**src/design/pfe_pkg.sv**
```systemverilog
// shared constants, types and helpers of the palette fade engine
`timescale 1ns / 1ps
package pfe_pkg;

   localparam int PALETTE_ENTRIES = 256;
   localparam int FRACTION_BITS   = 16;
   localparam int COMP_COUNT      = 3 * PALETTE_ENTRIES;
   localparam int IDX_W           = $clog2(COMP_COUNT);

   localparam int LEVEL_W   = 6;
   localparam int MAX_LEVEL = 63;
   localparam int SHOWN_W   = 8;
   localparam int ACC_W     = LEVEL_W + 1 + FRACTION_BITS;
   localparam int DELTA_W   = LEVEL_W + FRACTION_BITS;
   localparam int QUO_W     = FRACTION_BITS + 1;
   localparam int DIV_CNT_W = $clog2(QUO_W + 1);
   localparam int DTAB_DEPTH = 1 << LEVEL_W;

   localparam int TYPE_W    = 3;
   localparam int ENTRY_W   = 8;
   localparam int COMP_W    = 2;
   localparam int VALUE_W   = 8;
   localparam int STATUS_W  = 2;
   localparam int GAMMA_W   = 6;
   localparam int STEPS_W   = 12;
   localparam int K_W       = ENTRY_W + 2;

   localparam int APB_ADDR_W = 3;
   localparam int APB_DATA_W = 32;

   localparam logic REG_GAMMA = 1'b0;
   localparam logic REG_STEPS = 1'b1;

   localparam logic [STEPS_W-1:0] STEPS_RESET = STEPS_W'(32);
   localparam logic [COMP_W-1:0]  COMP_BLUE   = COMP_W'(2);

   typedef enum logic [TYPE_W-1:0] {
      REQ_LOAD     = 3'd0,
      REQ_FADE_OUT = 3'd1,
      REQ_FADE_IN  = 3'd2,
      REQ_TICK     = 3'd3,
      REQ_READ     = 3'd4,
      REQ_CLEAR    = 3'd5
   } req_code_type;

   typedef enum logic [STATUS_W-1:0] {
      STAT_DONE    = 2'd0,
      STAT_IGNORED = 2'd1,
      STAT_BUSY    = 2'd2
   } status_code_type;

   typedef enum logic [1:0] {
      DIR_IDLE = 2'd0,
      DIR_OUT  = 2'd1,
      DIR_IN   = 2'd2
   } dir_code_type;

   typedef enum logic [2:0] {
      OP_NONE,
      OP_ZERO,
      OP_CLEAR,
      OP_LOAD,
      OP_READ,
      OP_DIVIDE,
      OP_START,
      OP_TICK
   } op_code_type;

   typedef struct packed {
      logic [GAMMA_W-1:0] gamma;
      logic [STEPS_W-1:0] steps;
   } cfg_type;

   typedef struct packed {
      op_code_type          op;
      logic                 dir_out;
      logic                 show_base;
      logic [ENTRY_W-1:0]   entry;
      logic [COMP_W-1:0]    comp;
      logic [VALUE_W-1:0]   value;
   } dp_cmd_type;

   typedef struct packed {
      logic               done;
      logic [SHOWN_W-1:0] red;
      logic [SHOWN_W-1:0] green;
      logic [SHOWN_W-1:0] blue;
   } dp_stat_type;

   typedef struct packed {
      logic               we;
      logic [LEVEL_W-1:0] addr;
      logic [DELTA_W-1:0] data;
      logic               done;
   } div_wr_type;

   function automatic logic [STEPS_W-1:0] eff_steps(input logic [STEPS_W-1:0] s);
      return (s == '0) ? STEPS_W'(1) : s;
   endfunction

endpackage

```
**src/design/pfe_if.sv**
```systemverilog
// request and response channel interfaces
`timescale 1ns / 1ps
interface pfe_req_if;
   logic                         valid;
   logic                         ready;
   logic [pfe_pkg::TYPE_W-1:0]   req_type;
   logic [pfe_pkg::ENTRY_W-1:0]  entry_index;
   logic [pfe_pkg::COMP_W-1:0]   component;
   logic [pfe_pkg::VALUE_W-1:0]  component_value;

   modport source (output valid, req_type, entry_index, component, component_value,
                   input ready);
   modport sink (input valid, req_type, entry_index, component, component_value,
                 output ready);
endinterface

interface pfe_rsp_if;
   logic                          valid;
   logic                          ready;
   logic [pfe_pkg::SHOWN_W-1:0]   red_out;
   logic [pfe_pkg::SHOWN_W-1:0]   green_out;
   logic [pfe_pkg::SHOWN_W-1:0]   blue_out;
   logic [pfe_pkg::STATUS_W-1:0]  status;
   logic                          faded_out;
   logic                          fade_active;

   modport source (output valid, red_out, green_out, blue_out, status, faded_out,
                   fade_active, input ready);
   modport sink (input valid, red_out, green_out, blue_out, status, faded_out,
                 fade_active, output ready);
endinterface

```
**src/design/pfe_ctrl.sv**
```systemverilog
// controller: request decode, fade state, datapath sequencing and response register
`timescale 1ns / 1ps
module pfe_ctrl (
   input  logic                  clock,
   input  logic                  reset,
   input  pfe_pkg::cfg_type      cfg,
   pfe_req_if.sink               req,
   pfe_rsp_if.source             rsp,
   output pfe_pkg::dp_cmd_type   cmd,
   input  pfe_pkg::dp_stat_type  stat
);

   typedef enum logic [2:0] {
      ST_BOOT,
      ST_BOOT_WAIT,
      ST_IDLE,
      ST_DECODE,
      ST_DIV_WAIT,
      ST_WAIT,
      ST_RESP
   } ctrl_state_type;

   ctrl_state_type                  state_ff;
   pfe_pkg::dp_cmd_type             cmd_ff;
   logic [pfe_pkg::TYPE_W-1:0]      type_ff;
   logic [pfe_pkg::ENTRY_W-1:0]     entry_ff;
   logic [pfe_pkg::COMP_W-1:0]      comp_ff;
   logic [pfe_pkg::VALUE_W-1:0]     value_ff;
   logic                            faded_ff;
   pfe_pkg::dir_code_type           dir_ff;
   logic [pfe_pkg::STEPS_W-1:0]     ticks_ff;
   pfe_pkg::status_code_type        status_ff;
   logic [pfe_pkg::SHOWN_W-1:0]     red_ff;
   logic [pfe_pkg::SHOWN_W-1:0]     green_ff;
   logic [pfe_pkg::SHOWN_W-1:0]     blue_ff;
   logic                            rsp_valid_ff;
   logic [pfe_pkg::SHOWN_W-1:0]     rsp_red_ff;
   logic [pfe_pkg::SHOWN_W-1:0]     rsp_green_ff;
   logic [pfe_pkg::SHOWN_W-1:0]     rsp_blue_ff;
   logic [pfe_pkg::STATUS_W-1:0]    rsp_status_ff;
   logic                            rsp_faded_ff;
   logic                            rsp_active_ff;

   logic                            busy;
   logic                            entry_ok;
   logic                            last_tick;
   logic                            want_out;

   assign busy      = ticks_ff != '0;
   assign entry_ok  = {1'b0, entry_ff} < (pfe_pkg::ENTRY_W + 1)'(pfe_pkg::PALETTE_ENTRIES);
   assign last_tick = ticks_ff == pfe_pkg::STEPS_W'(1);
   assign want_out  = type_ff == pfe_pkg::REQ_FADE_OUT;

   assign req.ready       = state_ff == ST_IDLE;
   assign cmd             = cmd_ff;
   assign rsp.valid       = rsp_valid_ff;
   assign rsp.red_out     = rsp_red_ff;
   assign rsp.green_out   = rsp_green_ff;
   assign rsp.blue_out    = rsp_blue_ff;
   assign rsp.status      = rsp_status_ff;
   assign rsp.faded_out   = rsp_faded_ff;
   assign rsp.fade_active = rsp_active_ff;

   always_ff @(posedge clock) begin
      if (reset) begin
         state_ff     <= ST_BOOT;
         cmd_ff.op    <= pfe_pkg::OP_NONE;
         rsp_valid_ff <= 1'b0;
         faded_ff     <= 1'b0;
         dir_ff       <= pfe_pkg::DIR_IDLE;
         ticks_ff     <= '0;
      end else begin
         cmd_ff.op <= pfe_pkg::OP_NONE;
         if (rsp.ready)
            rsp_valid_ff <= 1'b0;
         unique case (state_ff)
            ST_BOOT: begin
               cmd_ff.op <= pfe_pkg::OP_ZERO;
               state_ff  <= ST_BOOT_WAIT;
            end
            ST_BOOT_WAIT: begin
               if (stat.done)
                  state_ff <= ST_IDLE;
            end
            ST_IDLE: begin
               if (req.valid) begin
                  type_ff  <= req.req_type;
                  entry_ff <= req.entry_index;
                  comp_ff  <= req.component;
                  value_ff <= req.component_value;
                  state_ff <= ST_DECODE;
               end
            end
            ST_DECODE: begin
               red_ff         <= '0;
               green_ff       <= '0;
               blue_ff        <= '0;
               status_ff      <= pfe_pkg::STAT_DONE;
               state_ff       <= ST_RESP;
               cmd_ff.entry   <= entry_ff;
               cmd_ff.comp    <= comp_ff;
               cmd_ff.value   <= value_ff;
               cmd_ff.dir_out <= want_out;
               cmd_ff.show_base <= 1'b0;
               unique case (type_ff) inside
                  pfe_pkg::REQ_LOAD: begin
                     if (busy) begin
                        status_ff <= pfe_pkg::STAT_BUSY;
                     end else if (!entry_ok || comp_ff > pfe_pkg::COMP_BLUE) begin
                        status_ff <= pfe_pkg::STAT_IGNORED;
                     end else begin
                        cmd_ff.op <= pfe_pkg::OP_LOAD;
                        faded_ff  <= 1'b0;
                        state_ff  <= ST_WAIT;
                     end
                  end
                  pfe_pkg::REQ_FADE_OUT, pfe_pkg::REQ_FADE_IN: begin
                     if (busy) begin
                        status_ff <= pfe_pkg::STAT_BUSY;
                     end else if (want_out == faded_ff) begin
                        status_ff <= pfe_pkg::STAT_IGNORED;
                     end else begin
                        cmd_ff.op <= pfe_pkg::OP_DIVIDE;
                        state_ff  <= ST_DIV_WAIT;
                     end
                  end
                  pfe_pkg::REQ_TICK: begin
                     if (!busy) begin
                        status_ff <= pfe_pkg::STAT_IGNORED;
                     end else begin
                        cmd_ff.op        <= pfe_pkg::OP_TICK;
                        cmd_ff.dir_out   <= dir_ff == pfe_pkg::DIR_OUT;
                        cmd_ff.show_base <= last_tick && (dir_ff == pfe_pkg::DIR_IN);
                        ticks_ff         <= ticks_ff - 1'b1;
                        if (last_tick) begin
                           faded_ff <= dir_ff == pfe_pkg::DIR_OUT;
                           dir_ff   <= pfe_pkg::DIR_IDLE;
                        end
                        state_ff <= ST_WAIT;
                     end
                  end
                  pfe_pkg::REQ_READ: begin
                     if (!entry_ok) begin
                        status_ff <= pfe_pkg::STAT_IGNORED;
                     end else begin
                        cmd_ff.op <= pfe_pkg::OP_READ;
                        state_ff  <= ST_WAIT;
                     end
                  end
                  pfe_pkg::REQ_CLEAR: begin
                     if (busy) begin
                        status_ff <= pfe_pkg::STAT_BUSY;
                     end else begin
                        cmd_ff.op <= pfe_pkg::OP_CLEAR;
                        faded_ff  <= 1'b1;
                        state_ff  <= ST_WAIT;
                     end
                  end
                  default: status_ff <= pfe_pkg::STAT_IGNORED;
               endcase
            end
            ST_DIV_WAIT: begin
               // delta table ready, now seed the accumulators
               if (stat.done) begin
                  cmd_ff.op <= pfe_pkg::OP_START;
                  dir_ff    <= want_out ? pfe_pkg::DIR_OUT : pfe_pkg::DIR_IN;
                  ticks_ff  <= pfe_pkg::eff_steps(cfg.steps);
                  state_ff  <= ST_WAIT;
               end
            end
            ST_WAIT: begin
               if (stat.done) begin
                  if (type_ff == pfe_pkg::REQ_READ) begin
                     red_ff   <= stat.red;
                     green_ff <= stat.green;
                     blue_ff  <= stat.blue;
                  end
                  state_ff <= ST_RESP;
               end
            end
            ST_RESP: begin
               if (!rsp_valid_ff || rsp.ready) begin
                  rsp_valid_ff  <= 1'b1;
                  rsp_red_ff    <= red_ff;
                  rsp_green_ff  <= green_ff;
                  rsp_blue_ff   <= blue_ff;
                  rsp_status_ff <= status_ff;
                  rsp_faded_ff  <= faded_ff;
                  rsp_active_ff <= busy;
                  state_ff      <= ST_IDLE;
               end
            end
            default: state_ff <= ST_BOOT;
         endcase
      end
   end

endmodule

```
**src/flat_wrapper.sv**
```systemverilog
// flat-port wrapper written by rule: the top's interface ports become plain ports
module pfe_ctrl_flat 
  (clock, reset, cfg, cmd, stat, req_valid, req_req_type, req_entry_index, req_component, req_component_value, req_ready, rsp_valid, rsp_red_out, rsp_green_out, rsp_blue_out, rsp_status, rsp_faded_out, rsp_fade_active, rsp_ready);
  pfe_req_if req_i ();
  pfe_rsp_if rsp_i ();
  input  logic clock;
  input  logic reset;
  input  pfe_pkg::cfg_type cfg;
  output pfe_pkg::dp_cmd_type cmd;
  input  pfe_pkg::dp_stat_type stat;
  input wire logic [$bits(req_i.valid)-1:0] req_valid;
  input wire logic [$bits(req_i.req_type)-1:0] req_req_type;
  input wire logic [$bits(req_i.entry_index)-1:0] req_entry_index;
  input wire logic [$bits(req_i.component)-1:0] req_component;
  input wire logic [$bits(req_i.component_value)-1:0] req_component_value;
  output wire logic [$bits(req_i.ready)-1:0] req_ready;
  output wire logic [$bits(rsp_i.valid)-1:0] rsp_valid;
  output wire logic [$bits(rsp_i.red_out)-1:0] rsp_red_out;
  output wire logic [$bits(rsp_i.green_out)-1:0] rsp_green_out;
  output wire logic [$bits(rsp_i.blue_out)-1:0] rsp_blue_out;
  output wire logic [$bits(rsp_i.status)-1:0] rsp_status;
  output wire logic [$bits(rsp_i.faded_out)-1:0] rsp_faded_out;
  output wire logic [$bits(rsp_i.fade_active)-1:0] rsp_fade_active;
  input wire logic [$bits(rsp_i.ready)-1:0] rsp_ready;
  assign req_i.valid = req_valid;
  assign req_i.req_type = req_req_type;
  assign req_i.entry_index = req_entry_index;
  assign req_i.component = req_component;
  assign req_i.component_value = req_component_value;
  assign req_ready = req_i.ready;
  assign rsp_valid = rsp_i.valid;
  assign rsp_red_out = rsp_i.red_out;
  assign rsp_green_out = rsp_i.green_out;
  assign rsp_blue_out = rsp_i.blue_out;
  assign rsp_status = rsp_i.status;
  assign rsp_faded_out = rsp_i.faded_out;
  assign rsp_fade_active = rsp_i.fade_active;
  assign rsp_i.ready = rsp_ready;
  pfe_ctrl u_core (.clock(clock), .reset(reset), .cfg(cfg), .req(req_i), .rsp(rsp_i), .cmd(cmd), .stat(stat));
endmodule
```
**config.mk**
```make
export PLATFORM = sky130hd
export DESIGN_NAME = pfe_ctrl_flat
export DESIGN_NICKNAME = d
export VERILOG_FILES = /design/src/design/pfe_pkg.sv /design/src/design/pfe_if.sv /design/src/design/pfe_ctrl.sv /design/src/flat_wrapper.sv
export SDC_FILE = /design/constraint.sdc
export NUM_CORES = 1
export LEC_CHECK = 0
export BUFFER_PORTS_ARGS = -buffer_cell sky130_fd_sc_hd__buf_2
export CAP_MARGIN = 20
export CORE_UTILIZATION = 48
export CTS_CLUSTER_SIZE = 40
export DETAILED_ROUTE_END_ITERATION = 10
export PLACE_DENSITY = 0.8
export SLEW_MARGIN = 10
export SYNTH_ARGS = -nofsm -noshare
export SYNTH_HDL_FRONTEND = slang
export SYNTH_SLANG_ARGS = --single-unit
```
**constraint.sdc**
```tcl
create_clock -name clock -period 3.45 [get_ports clock]
set_input_delay 0.69 -clock clock [delete_from_list [all_inputs] [get_ports clock]]
set_output_delay 0.69 -clock clock [all_outputs]
set_load 0.02 [all_outputs]
```
== Yosys cells after proc, flatten, opt, wreduce, memory -nomap -nowiden ==
Cells that the tools add are included.
Widths: inputs -> output; s select.

* Register bits: 117
* Bits of input ports: 68
* Output and inout port bits: 53
* Logic and storage cells: 136

* Add/sub/neg operators: 1
* $lt $le $gt $ge: 1
* Equality and inequality tests: 29
* Multiplexer cells: 59
* Bitwise gates (word level): 1
* Reduce and logical (&&, ||, !) cells: 20

{| class="wikitable"
|+ Operator list
! cell !! count
|-
| $mux 12 || 4
|-
| $mux 8 || 6
|-
| $pmux 8 s2 || 3
|-
| $mux 3 || 11
|-
| $mux 2 || 15
|-
| $pmux 3 s5 || 2
|-
| $pmux 12 s2 || 1
|-
| $pmux 3 s7 || 1
|-
| $eq 3x3->1 const B || 5
|-
| $ne 2x1->1 const B || 7
|-
| $ne 2x2->1 const B || 7
|-
| $eq 12x1->1 const B || 1
|-
| $eq 3x2->1 const B || 4
|-
| $logic_not 12->1 || 1
|-
| $reduce_bool 12->1 || 1
|-
| $sub 12x1->12 const B || 1
|-
| $mux 1 || 11
|-
| $pmux 2 s5 || 1
|-
| $reduce_and 5->1 || 2
|-
| $pmux 3 s3 || 1
|-
| $reduce_and 4->1 || 2
|-
| $reduce_and 7->1 || 1
|-
| $eq 3x1->1 const B || 2
|-
| $logic_not 3->1 || 2
|-
| 16 further kinds || 19
|}

== Logic depth before layout (Yosys ltp) ==
* Depth in word-level cells: 6
* Mapped depth: 8

== Least setup slack after synthesis ==
No wires, ideal clock.

* Path type: in2reg
* From: input reset
* To: register u_core.rsp_blue_ff, in the netlist u_core.rsp.blue_out[0], enable pin
* Data arrival time: 3.236 ns
* Data required time: 2.996 ns
* Slack: -0.240 ns
* Stages on the path: 3
* Buffers on the path: 2
* Path through: clkbuf_1 > clkbuf_1 > nor3b_1

* Cells in the longest elaborated chain, start to end: 2

{| class="wikitable"
|+ RTL lines
! element !! line !! RTL
|-
| start: declaration || flat_wrapper.sv:7 || <nowiki>input logic reset;</nowiki>
|-
| $not 1->1 (no source line) || - ||
|-
| $reduce_and 3->1 (no source line) || - ||
|-
| end signal: assignment || pfe_ctrl.sv:186 || <nowiki>rsp_blue_ff <= blue_ff;</nowiki>
|-
| end: declaration || pfe_ctrl.sv:39 || <nowiki>logic [pfe_pkg::SHOWN_W-1:0] rsp_blue_ff;</nowiki>
|}

Every way passes these cells.
A chain may end at the register's enable or synchronous reset.

== Worst setup path in the final report ==
* From: register u_core.ticks_ff[0] (netlist name)
* To: register u_core.state_ff[1]

* Cells in the longest elaborated chain, start to end: 4
* Elaborated cells between the ends (all ways): 7

{| class="wikitable"
|+ RTL lines
! element !! line !! RTL
|-
| start: declaration || pfe_ctrl.sv:31 || <nowiki>logic [pfe_pkg::STEPS_W-1:0] ticks_ff;</nowiki>
|-
| start signal: assignment || pfe_ctrl.sv:134 || <nowiki>ticks_ff <= ticks_ff - 1'b1;</nowiki>
|-
| start signal: assignment || pfe_ctrl.sv:167 || <nowiki>ticks_ff <= pfe_pkg::eff_steps(cfg.steps);</nowiki>
|-
| $reduce_bool 12->1 (*) || pfe_ctrl.sv:49 || <nowiki>assign busy = ticks_ff != '0;</nowiki>
|-
| net u_core.busy || pfe_ctrl.sv:44 || <nowiki>logic busy;</nowiki>
|-
| $mux 2 (tied with other cells) || pfe_ctrl.sv:151 || <nowiki>if (busy) begin</nowiki>
|-
| $pmux 3 s5 (*) || pfe_ctrl.sv:105 || <nowiki>unique case (type_ff) inside</nowiki>
|-
| $pmux 3 s7 (*) || pfe_ctrl.sv:76 || <nowiki>unique case (state_ff)</nowiki>
|-
| end signal: assignment || pfe_ctrl.sv:79 || <nowiki>state_ff <= ST_BOOT_WAIT;</nowiki>
|-
| end signal: assignment || pfe_ctrl.sv:83 || <nowiki>state_ff <= ST_IDLE;</nowiki>
|-
| end signal: assignment || pfe_ctrl.sv:156 || <nowiki>state_ff <= ST_WAIT;</nowiki>
|-
| end: declaration || pfe_ctrl.sv:23 || <nowiki>ctrl_state_type state_ff;</nowiki>
|}

Mark *: on every way through the listed nets, which the timed path passes. The rest lies on a longest branch.

==> results_dict.tcl <==
set metrics [dict create \
    yosysTopAreaCell "edfxtp_1" \
    grt.total_usage_pct 19.28 \
    cts_tree "built" \
    numCtsBuffers 17 \
    fp.dieW_um 102.1 \
    finish.utilization_pct 62.82 \
    setup_viol 0 \
    power_leakage_nw 2.262 \
    synth_nets 425 \
    initialDrtViolationCount 147 \
    start_kind "flop" \
    synth_area_leaders "edfxtp_1 (59%), dfxtp_1 (9.2%), and2_1 (3.1%)" \
    cts-root-buf "clkbuf_8" \
    htreeDepth 4 \
    clkSinkCount 117 \
    yosys_warnings 0 \
    antenna_found_initial 0 \
    synth_area_per_cell_um2 13.54 \
    clock_latency_ps 510 \
    avgViaCountPerCell 5.311 \
    path_class "reg2reg" \
    cts_buffer_depth 2 \
    final_cell_mix "buf_2 (114), edfxtp_1 (95), nand2_1 (25)" \
    ys_ff_latch 117 \
    rr_worst_depth 8 \
    switchingPower_w 0.0007342 \
    critical_path_arrival_ps 2860 \
    async_flop_share_pct 0 \
    pwr-share-comb_pct 5.7 \
    grt_max_degree 29 \
    r2r-end "u_core.state_ff[1]" \
    synth.distinct_cells 59 \
    wl_um 9451 \
    drc 0 \
    r2r_slack_ps 970 \
    drive_above_1_share_pct 39.63 \
    die_h_um 102.1 \
    power_density_nw_per_um2 576.8 \
    p_sw_share_pct 20.83 \
    cts.clk_slew.worst_paths_ps 60 \
    ys.flop_type "edfxtp_1" \
    nets 544 \
    port_buffers 114 \
    crit_start "u_core.ticks_ff[0]" \
    finalCriticalPeriod_ps 2478 \
    synth_top_area_share_pct 59.36 \
    r2r-start "u_core.ticks_ff[0]" \
    place_hpwl_um 6415 \
    grt_pass1_vias 3078 \
    max_cap_viol_count 0 \
    p_int_w 0.002791 \
    post_cts_buffers 0 \
    crit_path_max_fanout 7 \
    overflow 0 \
    syn_inst 355 \
    crit_required_ps 3840 \
    fp.dieArea_um2 10420 \
    fmax_mhz 403.6 \
    syn_area_um2 4806 \
    min_path_type "in2reg" \
    hold_viol 0 \
    firstDrtPassIters 4 \
    start_util_pct 49.40 \
    routedWlPerCell_um 15.24 \
    rsz0062_at_grt "no" \
    globalplace.congestion 0.8627 \
    worstMarginPinSlew_ps 718.8 \
    whs_ps 353.2 \
    fin_worst_skew_ps 5.369 \
    area_delta_synth_final_pct 27.18 \
    relSlewSlack_pct 52.08 \
    ctsHoldBuffers 0 \
    clockPowerShare_pct 49.9 \
    num_rows 36 \
    synth_seq_area_share_pct 68.52 \
    antenna_cells 0 \
    ant_nets 0 \
    core-area_um2 9729 \
    synth_edf_count 95 \
    crit_path_end "u_core.state_ff[1]" \
    p_seq_share_pct 44.4 \
    timing.setup.tns_ps 0 \
    grt_first_pass_wirelength_um 14770 \
    crit_path_end_kind "flop" \
    finalMaxSlewViolations 0 \
    peakVddDrop_mv 0.3043 \
    num_vias 3293 \
    mostFrequentLayoutCell "buf_2" \
    num_io_pins 121 \
    dp_slack_ps 991.1 \
    post_cts_resized 0 \
    timing.final.crit_share_pct 71.81 \
    setup_ws_ps 972.4 \
    status "completed" \
]
## cells by family after synthesis
logic type / after synthesis / share of synthesized area, %
flip-flops: 117 / 68.52
adder cells (fa/ha/maj): 2 / 0.5206
XOR/XNOR: 3 / 0.5468
AND/OR/NAND/NOR: 132 / 16.06
AO/OA/AOI/OAI: 77 / 11.74
buffers and inverters: 24 / 2.603
## flip-flops by register name (all words and copies together), names as in the netlist, 2 cells and up
signal	flops
u_core.blue_ff	8
u_core.cmd	23
u_core.comp_ff	2
u_core.dir_ff	2
u_core.entry_ff	8
u_core.green_ff	8
u_core.red_ff	8
u_core.rsp.blue_out	8
u_core.rsp.green_out	8
u_core.rsp.red_out	8
u_core.rsp.status	2
u_core.state_ff	3
u_core.status_ff	2
u_core.ticks_ff	12
u_core.type_ff	3
u_core.value_ff	8
## synth_stat cells (2+ instances only)
library cell / count
a211oi_1: 3
a21oi_1: 16
a21oi_2: 10
a22oi_1: 2
a311oi_1: 3
a31oi_1: 5
and2_1: 24
and3b_1: 2
clkbuf_1: 16
dfxtp_1: 22
edfxtp_1: 95
ha_1: 2
inv_1: 4
nand2_1: 25
nand2b_1: 4
nand3_1: 4
nand3b_1: 6
nor2_1: 19
nor2b_1: 3
nor3_1: 11
nor3_2: 2
nor3b_1: 4
nor3b_2: 2
nor4_1: 6
o21a_1: 2
o21ai_0: 8
o21ai_1: 6
o21ai_2: 5
o31ai_1: 2
or2_2: 7
or3_2: 2
or3b_2: 3
or4_1: 3
xnor2_1: 2
## how the worst min path moves through the flow
stage,startpoint,to,slack [ps],depth (start not counted)
after floorplan,u_core.value_ff[0],u_core.cmd[0],400,0
after global placement,u_core.entry_ff[2],u_core.cmd[12],400,0
after detailed placement,u_core.green_ff[3],u_core.rsp.green_out[3],400,0
after CTS,req_component_value[3],u_core.value_ff[3],330,1
after global routing,req_component_value[2],u_core.value_ff[2],330,1
final,req_component_value[3],u_core.value_ff[3],350,1
## power by group through the flow
stage	Sequential [W]	Clock, W	Combinational (W)
final	0.00156	0.00176	0.000201
after global routing	0.00157	0.00186	0.000220
after CTS	0.00156	0.00179	0.000201
after detailed placement	0.00159	0	0.000199
after global placement	0.00159	0	0.000193
after floorplan	0.00159	0	0.000128
## worst max-delay path: stages, from the launching register on
cell	delay, ps
dfxtp_1	360
inv_1	110
ha_1	210
or3b_2	570
nor3_4	310
inv_2	150
xnor2_1	150
o2111a_1	150
a2111oi_0	340
## through the flow
| stage | power [W] | std cells | instance area, µm² |
|---|---|---|---|
| 3_5_place_dp | 0.001791 | 588 | 5510 |
| 2_1_floorplan | 0.001717 | 355 | 4811 |
| 4_1_cts | 0.003554 | 620 | 6112 |
| 5_1_grt | 0.003642 | 620 | 6112 |
| 3_3_place_gp | 0.001783 | 588 | 5510 |
| 6_report | 0.003525 | 620 | 6112 |
## routing by layer
layer	part of all wire, %	wire length, µm	global-route usage (%)
met5	0	0	0
met4	1.4	128	8.681
met3	6.5	619	6.361
met2	49	4647	31.49
met1	43	4056	23.30
## layout make-up
| type | count | area (µm²) |
|---|---|---|
| Clock buffer | 18 | 417.9 |
| Clock inverter | 14 | 183.9 |
| Fill cell | 778 | 3617 |
| Inverter | 5 | 18.77 |
| Multi-Input combinational cell | 214 | 1424 |
| Sequential cell | 117 | 3293 |
| Tap cell | 133 | 166.4 |
| Timing Repair Buffer | 119 | 608.1 |
(Power assumes the default switching activity.)
